[src/rtl/core/vfh_pkg.sv]
package vfh_pkg;

	localparam int SIDE_DEF       = 64;
	localparam int COUNT_BITS_DEF = 32;

	localparam int IN_TDATA_W  = 48;
	localparam int OUT_TDATA_W = 48;
	localparam int CFG_W       = 7;
	localparam int CFG_IDX_W   = 1;
	localparam int OUT_CNT_W   = 32;
	localparam int ECHO_W      = 6;

	localparam logic [1:0] OP_ADD   = 2'd0;
	localparam logic [1:0] OP_READ  = 2'd1;
	localparam logic [1:0] OP_CLEAR = 2'd2;
	localparam logic [1:0] OP_RSVD  = 2'd3;

	localparam logic [CFG_IDX_W-1:0] REG_BINS_PER_UNIT = 1'd0;
	localparam logic [CFG_IDX_W-1:0] REG_GRID_SIDE     = 1'd1;

	typedef struct packed {
		logic              vld;
		logic [1:0]        op;
		logic              hit;
		logic              last;
		logic [ECHO_W-1:0] col;
		logic [ECHO_W-1:0] row;
	} vfh_item_t;

endpackage

[src/rtl/core/vfh_bin_map.sv]
module vfh_bin_map
	import vfh_pkg::*;
#(
	parameter int SIDE = SIDE_DEF
) (
	input  logic                      clk,
	input  logic                      arst_n,
	input  logic                      accept,
	input  logic [1:0]                op,
	input  logic signed [15:0]        vec_u,
	input  logic signed [15:0]        vec_v,
	input  logic [ECHO_W-1:0]         read_col,
	input  logic [ECHO_W-1:0]         read_row,
	input  logic                      frame_end,
	input  logic [CFG_W-1:0]          bins_per_unit,
	input  logic [CFG_W-1:0]          grid_side,
	output vfh_item_t                 item,
	output logic [$clog2(SIDE)-1:0]   coord_col,
	output logic [$clog2(SIDE)-1:0]   coord_row,
	output logic                      busy
);

	localparam int CW = $clog2(SIDE);
	localparam int SW = $clog2(SIDE + 1);

	logic              v_s1, v_s2, v_s3, v_s4;
	logic [1:0]        op_s1, op_s2, op_s3;
	logic              last_s1, last_s2, last_s3;
	logic [ECHO_W-1:0] rcol_s1, rcol_s2, rcol_s3;
	logic [ECHO_W-1:0] rrow_s1, rrow_s2, rrow_s3;
	logic signed [15:0] u_s1, v_in_s1;
	logic signed [23:0] prod_u_s2, prod_v_s2;
	logic              neg_u_s3, neg_v_s3;
	logic [15:0]       r_u_s3, r_v_s3;

	logic [SW-1:0]     side_eff;
	logic [SW-1:0]     half;
	logic signed [17:0] lim;
	logic [23:0]       mag_u, mag_v, rnd_u, rnd_v;
	logic [CW-1:0]     pos_u, pos_v;
	logic              in_grid;

	vfh_item_t         item_s4;
	logic [CW-1:0]     col_s4, row_s4;

	function automatic logic [CW-1:0] place(input logic [15:0] r, input logic neg,
		input logic [SW-1:0] h, input logic signed [17:0] top);
		logic signed [17:0] p;
		logic signed [17:0] rs;
		logic [CW-1:0]      res;
		rs = 18'(r);
		p  = 18'(h) + (neg ? -rs : rs);
		if (p < 0) begin
			res = '0;
		end else if (p > top) begin
			res = CW'(top);
		end else begin
			res = CW'(p);
		end
		return res;
	endfunction

	always_comb begin
		if (grid_side == '0) begin
			side_eff = SW'(1);
		end else if ({25'd0, grid_side} > 32'(SIDE)) begin
			side_eff = SW'(SIDE);
		end else begin
			side_eff = SW'(grid_side);
		end
		half = side_eff >> 1;
		lim  = 18'(side_eff) - 18'sd1;
	end

	always_comb begin
		mag_u   = prod_u_s2[23] ? -prod_u_s2 : prod_u_s2;
		mag_v   = prod_v_s2[23] ? -prod_v_s2 : prod_v_s2;
		rnd_u   = mag_u + 24'd128;
		rnd_v   = mag_v + 24'd128;
		pos_u   = place(r_u_s3, neg_u_s3, half, lim);
		pos_v   = place(r_v_s3, neg_v_s3, half, lim);
		in_grid = ({26'd0, rcol_s3} < 32'(side_eff)) && ({26'd0, rrow_s3} < 32'(side_eff));
	end

	always_ff @(posedge clk or negedge arst_n) begin
		if (!arst_n) begin
			v_s1 <= 1'b0;
			v_s2 <= 1'b0;
			v_s3 <= 1'b0;
			v_s4 <= 1'b0;
		end else begin
			v_s1 <= accept;
			v_s2 <= v_s1;
			v_s3 <= v_s2;
			v_s4 <= v_s3;
		end
	end

	always_ff @(posedge clk) begin
		if (accept) begin
			op_s1   <= op;
			u_s1    <= vec_u;
			v_in_s1 <= vec_v;
			rcol_s1 <= read_col;
			rrow_s1 <= read_row;
			last_s1 <= frame_end;
		end
		prod_u_s2 <= u_s1 * $signed({1'b0, bins_per_unit});
		prod_v_s2 <= v_in_s1 * $signed({1'b0, bins_per_unit});
		op_s2     <= op_s1;
		rcol_s2   <= rcol_s1;
		rrow_s2   <= rrow_s1;
		last_s2   <= last_s1;

		neg_u_s3 <= prod_u_s2[23];
		neg_v_s3 <= prod_v_s2[23];
		r_u_s3   <= rnd_u[23:8];
		r_v_s3   <= rnd_v[23:8];
		op_s3    <= op_s2;
		rcol_s3  <= rcol_s2;
		rrow_s3  <= rrow_s2;
		last_s3  <= last_s2;

		item_s4.vld  <= v_s3;
		item_s4.op   <= op_s3;
		item_s4.last <= last_s3;
		if (op_s3 == OP_ADD) begin
			item_s4.hit <= 1'b1;
			item_s4.col <= ECHO_W'(pos_u);
			item_s4.row <= ECHO_W'(pos_v);
			col_s4      <= pos_u;
			row_s4      <= pos_v;
		end else begin
			item_s4.hit <= in_grid;
			item_s4.col <= rcol_s3;
			item_s4.row <= rrow_s3;
			col_s4      <= CW'(rcol_s3);
			row_s4      <= CW'(rrow_s3);
		end
	end

	always_comb begin
		item      = item_s4;
		item.vld  = v_s4;
		coord_col = col_s4;
		coord_row = row_s4;
		busy      = v_s1 | v_s2 | v_s3 | v_s4;
	end

endmodule
[config.mk]
export PLATFORM = sky130hd
export DESIGN_NAME = vfh_bin_map
export DESIGN_NICKNAME = d
export VERILOG_FILES = /design/src/rtl/core/vfh_pkg.sv /design/src/rtl/core/vfh_bin_map.sv
export SDC_FILE = /design/constraint.sdc
export NUM_CORES = 1
export LEC_CHECK = 0
export BUFFER_PORTS_ARGS = -buffer_cell sky130_fd_sc_hd__buf_4
export CAP_MARGIN = 20
export CORE_ASPECT_RATIO = 0.7
export CORE_MARGIN = 3
export CORE_UTILIZATION = 30
export DETAILED_ROUTE_END_ITERATION = 10
export GPL_TIMING_DRIVEN = 0
export PLACE_DENSITY = 0.53
export SYNTH_ARGS = -nofsm -noshare
export SYNTH_HDL_FRONTEND = slang
export SYNTH_SLANG_ARGS = --single-unit
[constraint.sdc]
create_clock -name clk -period 6.4 [get_ports clk]
set_clock_uncertainty 0.1 [all_clocks]
set_input_delay 0.64 -clock clk [delete_from_list [all_inputs] [get_ports clk]]
set_output_delay 0.64 -clock clk [all_outputs]
set_load 0.05 [all_outputs]
== Word level (Yosys, flattened, before mapping) ==
Cells that the tools add are included.

* Logic and storage cells: 68
* Output and inout bits: 30
* Flip-flop bits (word level): 191

* $lt $le $gt $ge: 7
* Mux-type cells: 13
* Bitwise logic cells: 3
* Reduce and logical (&&, ||, !) cells: 3
* Add/subtract/negate cells: 9
* Multipliers: 2

{| class="wikitable"
|+ Operator list
! kind !! number
|-
| $add 24x8->24 const B || 2
|-
| $mul 16x8->24 || 2
|-
| $mux 24 || 2
|-
| $neg 24->24 || 2
|-
| $add 6x18->18 || 2
|-
| $gt 18x8->1 || 2
|-
| $lt 18x1->1 const B || 2
|-
| $mux 18 || 2
|-
| $mux 6 || 6
|-
| $neg 16->18 || 2
|-
| $lt 6x7->1 || 2
|-
| $mux 7 || 2
|-
| $mux 12 || 1
|-
| $sub 7x1->8 const B || 1
|-
| $gt 7x7->1 const B || 1
|-
| $logic_not 7->1 || 1
|-
| $or 1x1->1 || 3
|-
| $logic_not 2->1 || 1
|-
| $logic_and 1x1->1 || 1
|}

== Logic depth before layout (Yosys ltp) ==
Gate-level depths: netlist of the first run.

* Depth after elaboration: 8
* Depth in mapped cells: 23
* Mapped depth without buffers: 23

== Worst setup path before layout of the first run ==
No wires, ideal clock.

* Kind: input-to-reg
* From: in bins_per_unit[4]
* To: reg prod_v_s2[22]
* Path buffers: 1
* Arrival time: 4.831 ns
* Cell stages on the path: 17
* Path slack: 1.343 ns
* Setup time: 0.127 ns
* Cell sequence: clkbuf_1 -> and2_1 -> fa_1 -> fa_1 -> inv_1 -> fa_1 -> fa_1 -> inv_1 -> ha_1 -> o21a_1 -> a2111oi_0 -> o21ba_2 -> o31a_1 -> o2111ai_1 -> a21oi_1 -> o21ai_0 -> xor2_1

* Word-level cells in the longest chain between the ends: 1

{| class="wikitable"
|+ RTL lines
! what !! line !! source
|-
| from (decl) || vfh_bin_map.sv:15 || <nowiki>input logic [CFG_W-1:0] bins_per_unit,</nowiki>
|-
| $mul 16x8->24 || vfh_bin_map.sv:109 || <nowiki>prod_v_s2 <= v_in_s1 * $signed({1'b0, bins_per_unit});</nowiki>
|-
| to (signal assigned) || vfh_bin_map.sv:109 ||
|-
| to (decl) || vfh_bin_map.sv:32 || <nowiki>logic signed [23:0] prod_u_s2, prod_v_s2;</nowiki>
|}

No other way between the ends.
A chain may end at the register's enable or synchronous reset.

== Final worst setup path of the first run ==
* From: reg neg_u_s3
* To: reg col_s4[0], in the netlist coord_col[0]

* Word-level cells in the longest chain between the ends: 6
* Elaborated cells between the ends (all ways): 7

{| class="wikitable"
|+ RTL lines
! what !! line !! source
|-
| from (decl) || vfh_bin_map.sv:33 || <nowiki>logic neg_u_s3, neg_v_s3;</nowiki>
|-
| from (signal assigned) || vfh_bin_map.sv:115 || <nowiki>neg_u_s3 <= prod_u_s2[23];</nowiki>
|-
| $mux 18 * || vfh_bin_map.sv:52 || <nowiki>p = 18'(h) + (neg ? -rs : rs);</nowiki>
|-
| $add 6x18->18 * || vfh_bin_map.sv:52 ||
|-
| $gt 18x8->1 || vfh_bin_map.sv:55 || <nowiki>end else if (p > top) begin</nowiki>
|-
| $mux 6 || vfh_bin_map.sv:55 ||
|-
| $mux 6 * || vfh_bin_map.sv:53 || <nowiki>if (p < 0) begin</nowiki>
|-
| $mux 6 * || vfh_bin_map.sv:127 || <nowiki>if (op_s3 == OP_ADD) begin</nowiki>
|-
| to (signal assigned) || vfh_bin_map.sv:131 || <nowiki>col_s4 <= pos_u;</nowiki>
|-
| to (signal assigned) || vfh_bin_map.sv:137 || <nowiki>col_s4 <= CW'(rcol_s3);</nowiki>
|-
| to (decl) || vfh_bin_map.sv:44 || <nowiki>logic [CW-1:0] col_s4, row_s4;</nowiki>
|}

Mark *: on every way between the ends. The rest lies on a longest branch, timed or not.

==> results of run 1 <==
-- power groups by stage --
stage / clock, µW / combinational (µW) / sequential (µW)
floorplan: 0 / 4950 / 1850
global placement: 0 / 6270 / 1890
detailed placement: 0 / 6390 / 1900
CTS: 1150 / 6440 / 1870
global route: 1200 / 7340 / 1930
finish: 1120 / 6410 / 1880
-- cell usage in the layout (no fill, tap or decap), types with 11 or more instances in the layout --
cell type,instances
inv_1,278
fa_1,174
and2_1,172
ha_1,161
nand2_1,130
dfxtp_1,128
xnor2_1,106
buf_4,106
nor2_1,81
a21oi_1,73
o21ai_0,62
clkbuf_1,48
edfxtp_1,47
xor2_1,39
nor3_1,30
a21o_1,25
nand3_1,22
conb_1,22
nand2b_1,20
a31oi_1,17
clkbuf_16,17
a211oi_1,14
o31ai_1,14
nor4_1,13
nor2b_1,12
nand4_1,12
and3_1,11
o21a_1,11
-- state kept, by name, indices dropped and copies added, names as in the netlist, 6 cells and up --
| register | count |
|---|---|
| prod_u_s2 | 24 |
| prod_v_s2 | 24 |
| r_u_s3 | 16 |
| r_v_s3 | 16 |
| u_s1 | 16 |
| v_in_s1 | 16 |
| coord_col | 6 |
| rcol_s1 | 6 |
| rcol_s2 | 6 |
| rcol_s3 | 6 |
| rrow_s1 | 6 |
| rrow_s2 | 6 |
| rrow_s3 | 6 |
-- per-layer routing --
metal / track usage, % / up-vias / part of all wire [%] / wire [µm]
li1: - / 6464 / - / -
met1: 22.8 / 6357 / 55 / 23300
met2: 18.9 / 333 / 38 / 15700
met3: 3.14 / 27 / 6.1 / 2570
met4: 2.46 / 2 / 0.80 / 335
met5: 0.236 / - / 0.024 / 10
-- kinds of logic after synthesis --
| kind of cell | after synthesis | synth area share, % |
|---|---|---|
| simple gates | 559 | 17.4 |
| xor+xnor | 145 | 7.31 |
| other cells | 1 | 0.0216 |
| flops | 179 | 23.5 |
| fa+ha+maj | 335 | 31.7 |
| buf+inv | 348 | 7.83 |
| mux | 12 | 0.706 |
| compound gates | 305 | 11.6 |
-- how the worst min path moves through the flow --
stage                      from    endpoint  slack (ns)  depth (start not counted)
floorplan               last_s3    item[12]        0.21                          0
global placement     rcol_s2[4]  rcol_s3[4]        0.21                          0
detailed placement     op_s2[1]    op_s3[1]        0.21                          0
CTS                       op[0]    op_s1[0]        0.21                          1
global route        read_row[5]  rrow_s1[5]        0.21                          1
finish                  last_s2     last_s3        0.23                          0
-- cell type report --
class                           count  area share [%]
Inverter                          280            5.33
Sequential cell                   179            20.7
Tap cell                          750            4.76
Timing Repair Buffer               95            3.62
Buffer                             68            1.57
Multi-Input combinational cell   1378            60.9
Clock inverter                     15            1.01
Clock buffer                       17            2.16
-- metrics by stage --
| step | utilization, % | setup WS (ns) | std cells | total power (µW) |
|---|---|---|---|---|
| after floorplan | - | 1.34 | 1905 | 6800 |
| after global placement | 33.5 | 0.341 | 2748 | 8160 |
| after detailed placement | 33.5 | 0.333 | 2748 | 8290 |
| after CTS | 34.6 | 0.691 | 2781 | 9460 |
| after global routing | 34.6 | 0.102 | 2782 | 10500 |
| final | 34.6 | 0.709 | 2782 | 9410 |
-- what timing repair did --
action	in CTS	in global routing
hold endpoints to repair	4	0
setup endpoints to repair	0	0
gates resized for setup	0	0
hold buffers	1	0
-- critical path: cells and delay by family, from the launching register on --
kind | cells | cell delay (ns)
AOI/OAI and AO/OA | 7 | 1.79
xor gates and xnor gates | 2 | 0.35
adders and majority gates | 2 | 0.57
buffers and inverters | 3 | 1.08
DFF | 1 | 0.32
muxes | 2 | 0.55
and+or+nand+nor | 4 | 0.80
==> flow_metrics.env, run 1 <==
export IMPL_status="complete, no violations"
export IMPL_slowest_delay_ns=0.56
export IMPL_grt_usage_pct=14.1
export IMPL_drive_above_1_share_pct=8.32
export IMPL_synthesis_area_um2=17400
export IMPL_startpoint="neg_u_s3"
export IMPL_ys_seq_area_share_pct=23.5
export IMPL_vdd_drop_max_v=0.000256
export IMPL_dp_hpwl_um=34400
export IMPL_fmax_mhz=176
export IMPL_power_switching_uw=4580
export IMPL_p_comb_share_pct=68.1
export IMPL_wl_um=41900
export IMPL_crit_top_cell="clkbuf_1"
export IMPL_syn_to_final_growth_pct=13.6
export IMPL_gp_congestion=0.829
export IMPL_grt_pass1_vias=13091
export IMPL_worstPathArrival_ns=5.93
export IMPL_holdCritPathClass="register to register"
export IMPL_nNetsFinal=2418
export IMPL_synthesis_instances=1884
export IMPL_p_seq_share_pct=20.0
export IMPL_via_count=13183
export IMPL_io_buffer_count=93
export IMPL_worst_hold_slack_ns=0.229
export IMPL_viasPerCell=4.74
export IMPL_drc=0
export IMPL_synth_edf_count=47
export IMPL_total_leakage_power_uw=0.00896
export IMPL_multi_input_area_um2=12000
export IMPL_core_area_um2=57000
export IMPL_cts_buffer_depth=2
export IMPL_relSlewSlack_pct=36.8
export IMPL_setup_viol=0
export IMPL_yosys_area_top_type="fa_1"
export IMPL_io_pins=94
export IMPL_avgSynthCellArea_um2=9.22
export IMPL_required_ns=6.64
export IMPL_cp_max_fo=10
export IMPL_synth_distinct_cells=80
export IMPL_crit_path_end="coord_col[0]"
export IMPL_regArea_um2=4070
export IMPL_htreeDepth=4
export IMPL_async_flop_share_pct=2.23
export IMPL_yosys_register_bits=179
export IMPL_tns_ns=0
export IMPL_worstSkewPairLatency_ns=0.48
export IMPL_postCtsSetupRepairBufs=0
export IMPL_finish_instance_area_um2=19700
export IMPL_ant_nets=0
export IMPL_grt_pass1_wl_um=69100
export IMPL_clk_pin_slew_ns=0.09
export IMPL_root_buffer="clkbuf_16"
export IMPL_p_clk_share_pct=11.9
export IMPL_crit_slowest_cell="o21ai_1"
export IMPL_wl_per_cell_um=15.1
export IMPL_cap_violations=0
export IMPL_rsz0062_at_grt="false"
export IMPL_grt_overflow_total=0
export IMPL_ys_top_cells_by_area="fa_1, dfxtp_1, ha_1, edfxtp_1, and2_1"
export IMPL_cts_sinks=179
export IMPL_ff2ff_setup_slack_ns=0.71
export IMPL_fp_dieArea_um2=60900
export IMPL_fp_dieW_um=294
export IMPL_cp_cell_sequence="clkbuf_1, clkbuf_1, clkbuf_1, o21ai_0, xnor2_1, ha_1, o21ai_0, nor2_1, nor3_1, o21bai_1, nand4b_1, nor3_1, xor2_1, ha_1, a21o_1, a2111o_1, o21ai_1, mux2_2, mux2i_1, a21oi_1"
export IMPL_p_int_uw=4840
export IMPL_reg2reg_depth=20
export IMPL_fillers=5902
export IMPL_drtIter0Drc=788
export IMPL_worstReg2RegStart="neg_u_s3"
export IMPL_endpoint_kind="register"
export IMPL_hold_viol_final=0
export IMPL_dr_pass1_iters=5
export IMPL_placed_area_um2=19100
export IMPL_r2r_end="coord_col[0]"
export IMPL_fin_crit_sh_pct=88.9
export IMPL_synth_main_ff_cell="dfxtp_1"
export IMPL_worstSetupPathType="register to register"
export IMPL_power_density_nw_per_um2=477
export IMPL_yosysMostFrequentCell="inv_1"
export IMPL_yosys_top_cells_count="inv_1, fa_1, and2_1"
export IMPL_diodes=0
export IMPL_die_h_um=207
export IMPL_grt_antenna_before_repair=1
export IMPL_synth_top_cell_area_share_pct=20.1
export IMPL_p_sw_share_pct=48.6
export IMPL_crit_path_start_kind="register"
export IMPL_rows=73
export IMPL_ys_warn_count=0
export IMPL_cts_buffers=17
export IMPL_cts_tree="built"
export IMPL_finalMaxSlewViolations=0
export IMPL_finalCriticalPeriod_ns=5.69
export IMPL_grt_start_max_net_pins=49
export IMPL_tightest_slew_ns=0.935
export IMPL_start_util_pct=30.5
Note: power is estimated with default switching activity, not from simulation.
==> inputs of run 2 (changes only) <==
--- a/config.mk
+++ b/config.mk
@@ -12,5 +12,6 @@
 export CORE_UTILIZATION = 30
+export CTS_BUF_LIST = sky130_fd_sc_hd__clkbuf_4 sky130_fd_sc_hd__clkbuf_8 sky130_fd_sc_hd__clkbuf_16
 export DETAILED_ROUTE_END_ITERATION = 10
 export GPL_TIMING_DRIVEN = 0
-export PLACE_DENSITY = 0.53
+export PLACE_DENSITY_LB_ADDON = 0.12
 export SYNTH_ARGS = -nofsm -noshare
==> constraint.sdc (replaced) <==
create_clock -name clk -period 6.4 [get_ports clk]
set_clock_uncertainty 0.1 [all_clocks]
set_input_delay 0.32 -clock clk [delete_from_list [all_inputs] [get_ports clk]]
set_output_delay 0.32 -clock clk [all_outputs]
set_load 0.05 [all_outputs]
==> run 2 against run 1 <==
Net effect:
- flip-flop and latch count stayed put
- sequential share of layout area shrank 0.47 points
- via count fell by 0.61%
- die area unchanged
- final cell count up 1.7%
- first-iteration DRC count is 19% lower
- clock power barely moved
- critical path depth is the same
- non-clock buffer count rose by 46
==> flow_metrics.env, run 2 (synthesis results as in run 1) <==
export IMPL_cp_max_fo=10
export IMPL_finish_instance_area_um2=20200
export IMPL_worst_hold_slack_ns=0.0723
export IMPL_dr_pass1_iters=5
export IMPL_vdd_drop_max_v=0.000198
export IMPL_io_buffer_count=93
export IMPL_die_h_um=207
export IMPL_p_clk_share_pct=11.8
export IMPL_rows=73
export IMPL_dp_hpwl_um=36500
export IMPL_p_sw_share_pct=48.1
export IMPL_worstSetupPathType="register to register"
export IMPL_root_buffer="clkbuf_16"
export IMPL_io_pins=94
export IMPL_syn_to_final_growth_pct=16.2
export IMPL_drtIter0Drc=641
export IMPL_cts_tree="built"
export IMPL_fp_dieArea_um2=60900
export IMPL_viasPerCell=4.63
export IMPL_finalCriticalPeriod_ns=5.53
export IMPL_wl_per_cell_um=15.9
export IMPL_drive_above_1_share_pct=8.13
export IMPL_finalMaxSlewViolations=0
export IMPL_crit_path_start_kind="register"
export IMPL_fmax_mhz=181
export IMPL_endpoint_kind="register"
export IMPL_multi_input_area_um2=12000
export IMPL_cts_buffers=17
export IMPL_worstSkewPairLatency_ns=0.48
export IMPL_grt_pass1_wl_um=72100
export IMPL_worstReg2RegStart="neg_u_s3"
export IMPL_fillers=5908
export IMPL_grt_start_max_net_pins=49
export IMPL_required_ns=6.63
export IMPL_via_count=13102
export IMPL_power_switching_uw=4540
export IMPL_total_leakage_power_uw=0.00916
export IMPL_p_comb_share_pct=68.3
export IMPL_start_util_pct=30.5
export IMPL_worstPathArrival_ns=5.76
export IMPL_status="complete, no violations"
export IMPL_grt_overflow_total=0
export IMPL_final_common_cell="inv_1"
export IMPL_fp_dieW_um=294
export IMPL_placed_area_um2=19100
export IMPL_core_area_um2=57000
export IMPL_gp_congestion=0.835
export IMPL_holdCritPathClass="input port to async pin"
export IMPL_rsz0062_at_grt="false"
export IMPL_grt_antenna_before_repair=1
export IMPL_hold_viol_final=0
export IMPL_drc=0
export IMPL_wl_um=44800
export IMPL_grt_pass1_vias=12878
export IMPL_regArea_um2=4070
export IMPL_setup_viol=0
export IMPL_reg2reg_depth=20
export IMPL_cts_buffer_depth=2
export IMPL_clk_pin_slew_ns=0.08
export IMPL_r2r_end="coord_col[0]"
export IMPL_tns_ns=0
export IMPL_nNetsFinal=2464
export IMPL_cap_violations=0
export IMPL_p_seq_share_pct=19.9
export IMPL_p_int_uw=4900
export IMPL_htreeDepth=4
export IMPL_fin_crit_sh_pct=86.3
export IMPL_ant_nets=0
export IMPL_postCtsSetupRepairBufs=0
export IMPL_power_density_nw_per_um2=467
export IMPL_relSlewSlack_pct=40.7
export IMPL_tightest_slew_ns=0.890
export IMPL_final_cell_mix="inv_1, fa_1, and2_1, ha_1, nand2_1"
export IMPL_ff2ff_setup_slack_ns=0.87
export IMPL_top_regs="prod_u_s2: 24 flops, prod_v_s2: 24 flops"
export IMPL_grt_usage_pct=14.9
export IMPL_cts_sinks=179
run 2: stage by stage:
step	std cells	setup slack (ns)	utilization [%]	total power (µW)
2_1_floorplan	1905	1.62	-	6800
3_3_place_gp	2748	0.651	33.5	8270
3_5_place_dp	2748	0.640	33.5	8330
4_1_cts	2828	0.625	35.4	9540
5_1_grt	2828	0.210	35.4	10500
6_report	2829	0.875	35.4	9430
run 2: worst max path at each step:
stage,start,end,slack [ns],cells after the start
2_1_floorplan,neg_u_s3,coord_col[0],1.62,22
3_3_place_gp,bins_per_unit[3],prod_u_s2[23],0.65,16
3_5_place_dp,neg_u_s3,coord_col[0],0.64,20
4_1_cts,neg_u_s3,coord_col[0],0.62,20
5_1_grt,neg_u_s3,coord_col[0],0.21,22
6_report,neg_u_s3,coord_col[0],0.87,20
run 2: final cells by class:
type,count,area share [%]
inverter,280,5.21
sequential,179,20.2
clock buffer,17,2.11
clock inverter,15,0.936
tap,750,4.65
buffer,68,1.53
antenna,1,0.0124
multi-input combinational,1378,59.5
timing repair buffer,141,5.84
run 2: critical path, stage by stage (launching register included):
cell and delay (ns):
dfxtp_1 0.31, clkbuf_1 0.30, clkbuf_1 0.40, clkbuf_1 0.37, o21ai_0 0.19, xnor2_1 0.17
ha_1 0.32, o21ai_0 0.09, nor2_1 0.17, nor3_1 0.09, o21bai_1 0.31, nand4b_1 0.27
nor3_1 0.28, xor2_1 0.20, ha_1 0.27, a21o_1 0.16, a2111o_1 0.42, o21ai_2 0.35
mux2_2 0.39, mux2i_1 0.14, a21oi_1 0.08
run 2: per-layer routing:
metal | up-vias | track usage, % | share of wire [%]
met2 | 276 | 20.1 | 38
met4 | 0 | 2.77 | 0.97
li1 | 6564 | - | -
met5 | - | 0 | 0
met1 | 6239 | 24.2 | 56
met3 | 23 | 3.04 | 4.4
run 2: repair_timing:
| item | 4_1_cts | 5_1_grt |
|---|---|---|
| resized for setup | 0 | 1 |
| endpoints found under the hold margin | 51 | 0 |
| setup endpoints to repair | 0 | 1 |
| hold buffers | 48 | 0 |
run 2: power by group through the flow:
| stage | clock network [µW] | registers (µW) | logic (µW) |
|---|---|---|---|
| after floorplan | 0 | 1850 | 4950 |
| after global placement | 0 | 1900 | 6370 |
| after detailed placement | 0 | 1910 | 6420 |
| after CTS | 1160 | 1880 | 6500 |
| after global routing | 1200 | 1930 | 7370 |
| final | 1110 | 1880 | 6440 |
==> inputs of run 3 (changes only) <==
Settings changed: GPL_TIMING_DRIVEN 0 to 1.
==> run 3 against run 2 <==
Net effect:
- global-route usage shrank 0.61 points
- power is essentially flat
- design area shrank 1.3%
- hold slack lost 0.0071 ns
- clock-buffer cell count is the same
- sequential share of layout area grew 0.27 points
- wire length shrank 4.7%
==> flow_metrics.env, run 3 (synthesis results as in run 1) <==
export IMPL_reg2reg_depth=23
export IMPL_grt_pass1_vias=12751
export IMPL_required_ns=6.65
export IMPL_grt_pass1_wl_um=70100
export IMPL_r2r_end="coord_row[2]"
export IMPL_endpoint_kind="register"
export IMPL_finalMaxSlewViolations=0
export IMPL_wl_um=42700
export IMPL_fillers=5899
export IMPL_cp_max_fo=7
export IMPL_worstSkewPairLatency_ns=0.49
export IMPL_final_cell_mix="inv_1, fa_1, and2_1, ha_1, nand2_1"
export IMPL_holdCritPathClass="input port to async pin"
export IMPL_fin_ws_ns=0.955
export IMPL_wl_met1_um=24500
export IMPL_io_buffer_count=93
export IMPL_met3_length_um=1630
export IMPL_top_regs="prod_u_s2: 24 flops, prod_v_s2: 24 flops"
export IMPL_fmax_mhz=184
export IMPL_hold_buffers=48
export IMPL_crit_path_start_kind="register"
export IMPL_ant_nets=0
export IMPL_setup_viol=0
export IMPL_io_pins=94
export IMPL_total_leakage_power_uw=0.00904
export IMPL_root_buffer="clkbuf_16"
export IMPL_htreeDepth=4
export IMPL_start_util_pct=30.5
export IMPL_rsz0062_at_grt="false"
export IMPL_die_h_um=207
export IMPL_grt_start_max_net_pins=49
export IMPL_placed_area_um2=18800
export IMPL_worstReg2RegStart="r_v_s3[0]"
export IMPL_top_layer_used="met4"
export IMPL_syn_to_final_growth_pct=14.7
export IMPL_core_area_um2=57000
export IMPL_gp_congestion=0.807
export IMPL_utilization_pct=35.0
export IMPL_cts_tree="built"
export IMPL_power_density_nw_per_um2=473
export IMPL_drtIter0Drc=704
export IMPL_final_common_cell="inv_1"
export IMPL_finalCriticalPeriod_ns=5.45
export IMPL_ctsResizeCount=0
export IMPL_drc=0
export IMPL_fin_crit_sh_pct=85.1
export IMPL_grt_usage_pct=14.3
export IMPL_cts_sinks=179
export IMPL_clk_pin_slew_ns=0.08
export IMPL_postCtsSetupRepairBufs=0
export IMPL_cts_buffers=17
export IMPL_wl_per_cell_um=15.5
export IMPL_dp_hpwl_um=33700
export IMPL_grt_antenna_before_repair=0
export IMPL_cp_cell_sequence="inv_1, ha_1, inv_1, nand2_1, xnor2_1, ha_1, o21ai_0, o21ai_0, a21oi_1, nor4_2, nor2b_1, nor2_1, o22ai_1, xnor2_1, ha_1, a21oi_1, o21ai_0, o21ai_0, a21oi_1, a211oi_1, a31oi_1, mux2i_1, o21ai_0"
export IMPL_dpl_worst_slack_ns=0.949
export IMPL_slowest_delay_ns=0.64
export IMPL_cts_buffer_depth=2
export IMPL_viasPerCell=4.66
export IMPL_worstPathArrival_ns=5.70
export IMPL_fp_dieW_um=294
export IMPL_grt_overflow_total=0
export IMPL_tightest_slew_ns=0.890
export IMPL_crit_top_cell="o21ai_0"
export IMPL_total_power_uw=9430
export IMPL_status="complete, no violations"
export IMPL_tns_ns=0
export IMPL_routed_wl_met2_um=16300
export IMPL_fp_dieArea_um2=60900
export IMPL_via_count=12880
export IMPL_rows=73
export IMPL_relSlewSlack_pct=40.6
export IMPL_finish_instance_area_um2=19900
export IMPL_crit_slowest_cell="a31oi_1"
export IMPL_worstSetupPathType="register to register"
export IMPL_cap_violations=0
export IMPL_diodes=0
export IMPL_dr_pass1_iters=7
export IMPL_vdd_drop_max_v=0.000206
export IMPL_drive_above_1_share_pct=7.60
export IMPL_hold_viol_final=0
export IMPL_ff2ff_setup_slack_ns=0.95
export IMPL_nNetsFinal=2398
## run 3: per-stage QoR
stage / hold slack [ns] / cells
5_1_grt: 0.0606 / 2762
2_1_floorplan: -0.0756 / 1905
3_3_place_gp: 0.0156 / 2682
6_report: 0.0652 / 2762
4_1_cts: 0.0260 / 2762
3_5_place_dp: 0.0174 / 2682
## run 3: metal layers
metal  vias to the layer above  track usage, %
li1                       6426               -
met1                      6181            23.5
met2                       257            19.2
met3                        16            2.44
met4                         0            2.63
met5                         -               0
## run 3: worst max path at each step
stage | start | end | slack (ns) | depth (start not counted)
after floorplan | neg_u_s3 | coord_col[0] | 1.62 | 22
after global placement | r_v_s3[0] | coord_row[2] | 0.97 | 23
after detailed placement | r_v_s3[0] | coord_row[3] | 0.95 | 23
after CTS | r_v_s3[0] | coord_row[3] | 0.88 | 23
after global routing | r_v_s3[0] | coord_row[2] | 0.47 | 23
final | r_v_s3[0] | coord_row[2] | 0.95 | 23
## run 3: layout make-up
class / count / area (µm²) / area share, %
sequential: 179 / 4070 / 20.4
inverter: 280 / 1050 / 5.28
clock buffer: 17 / 425 / 2.14
tap: 750 / 938 / 4.71
timing repair buffer: 143 / 1190 / 5.99
clock inverter: 15 / 224 / 1.12
multi-input combinational: 1378 / 12000 / 60.3
## run 3: power breakdown
| part | switching (µW) | internal [µW] |
|---|---|---|
| logic | 3490 | 2710 |
| registers | 511 | 1550 |
| clock network | 559 | 608 |
## run 3: worst max-delay path, delay by kind of cell, from the launching register on
family | cells | cell delay (ns)
buf+inv | 2 | 0.22
fa+ha+maj | 3 | 0.94
mux | 1 | 0.36
simple gates | 4 | 0.85
compound gates | 11 | 2.15
xor+xnor | 2 | 0.27
flops | 1 | 0.42
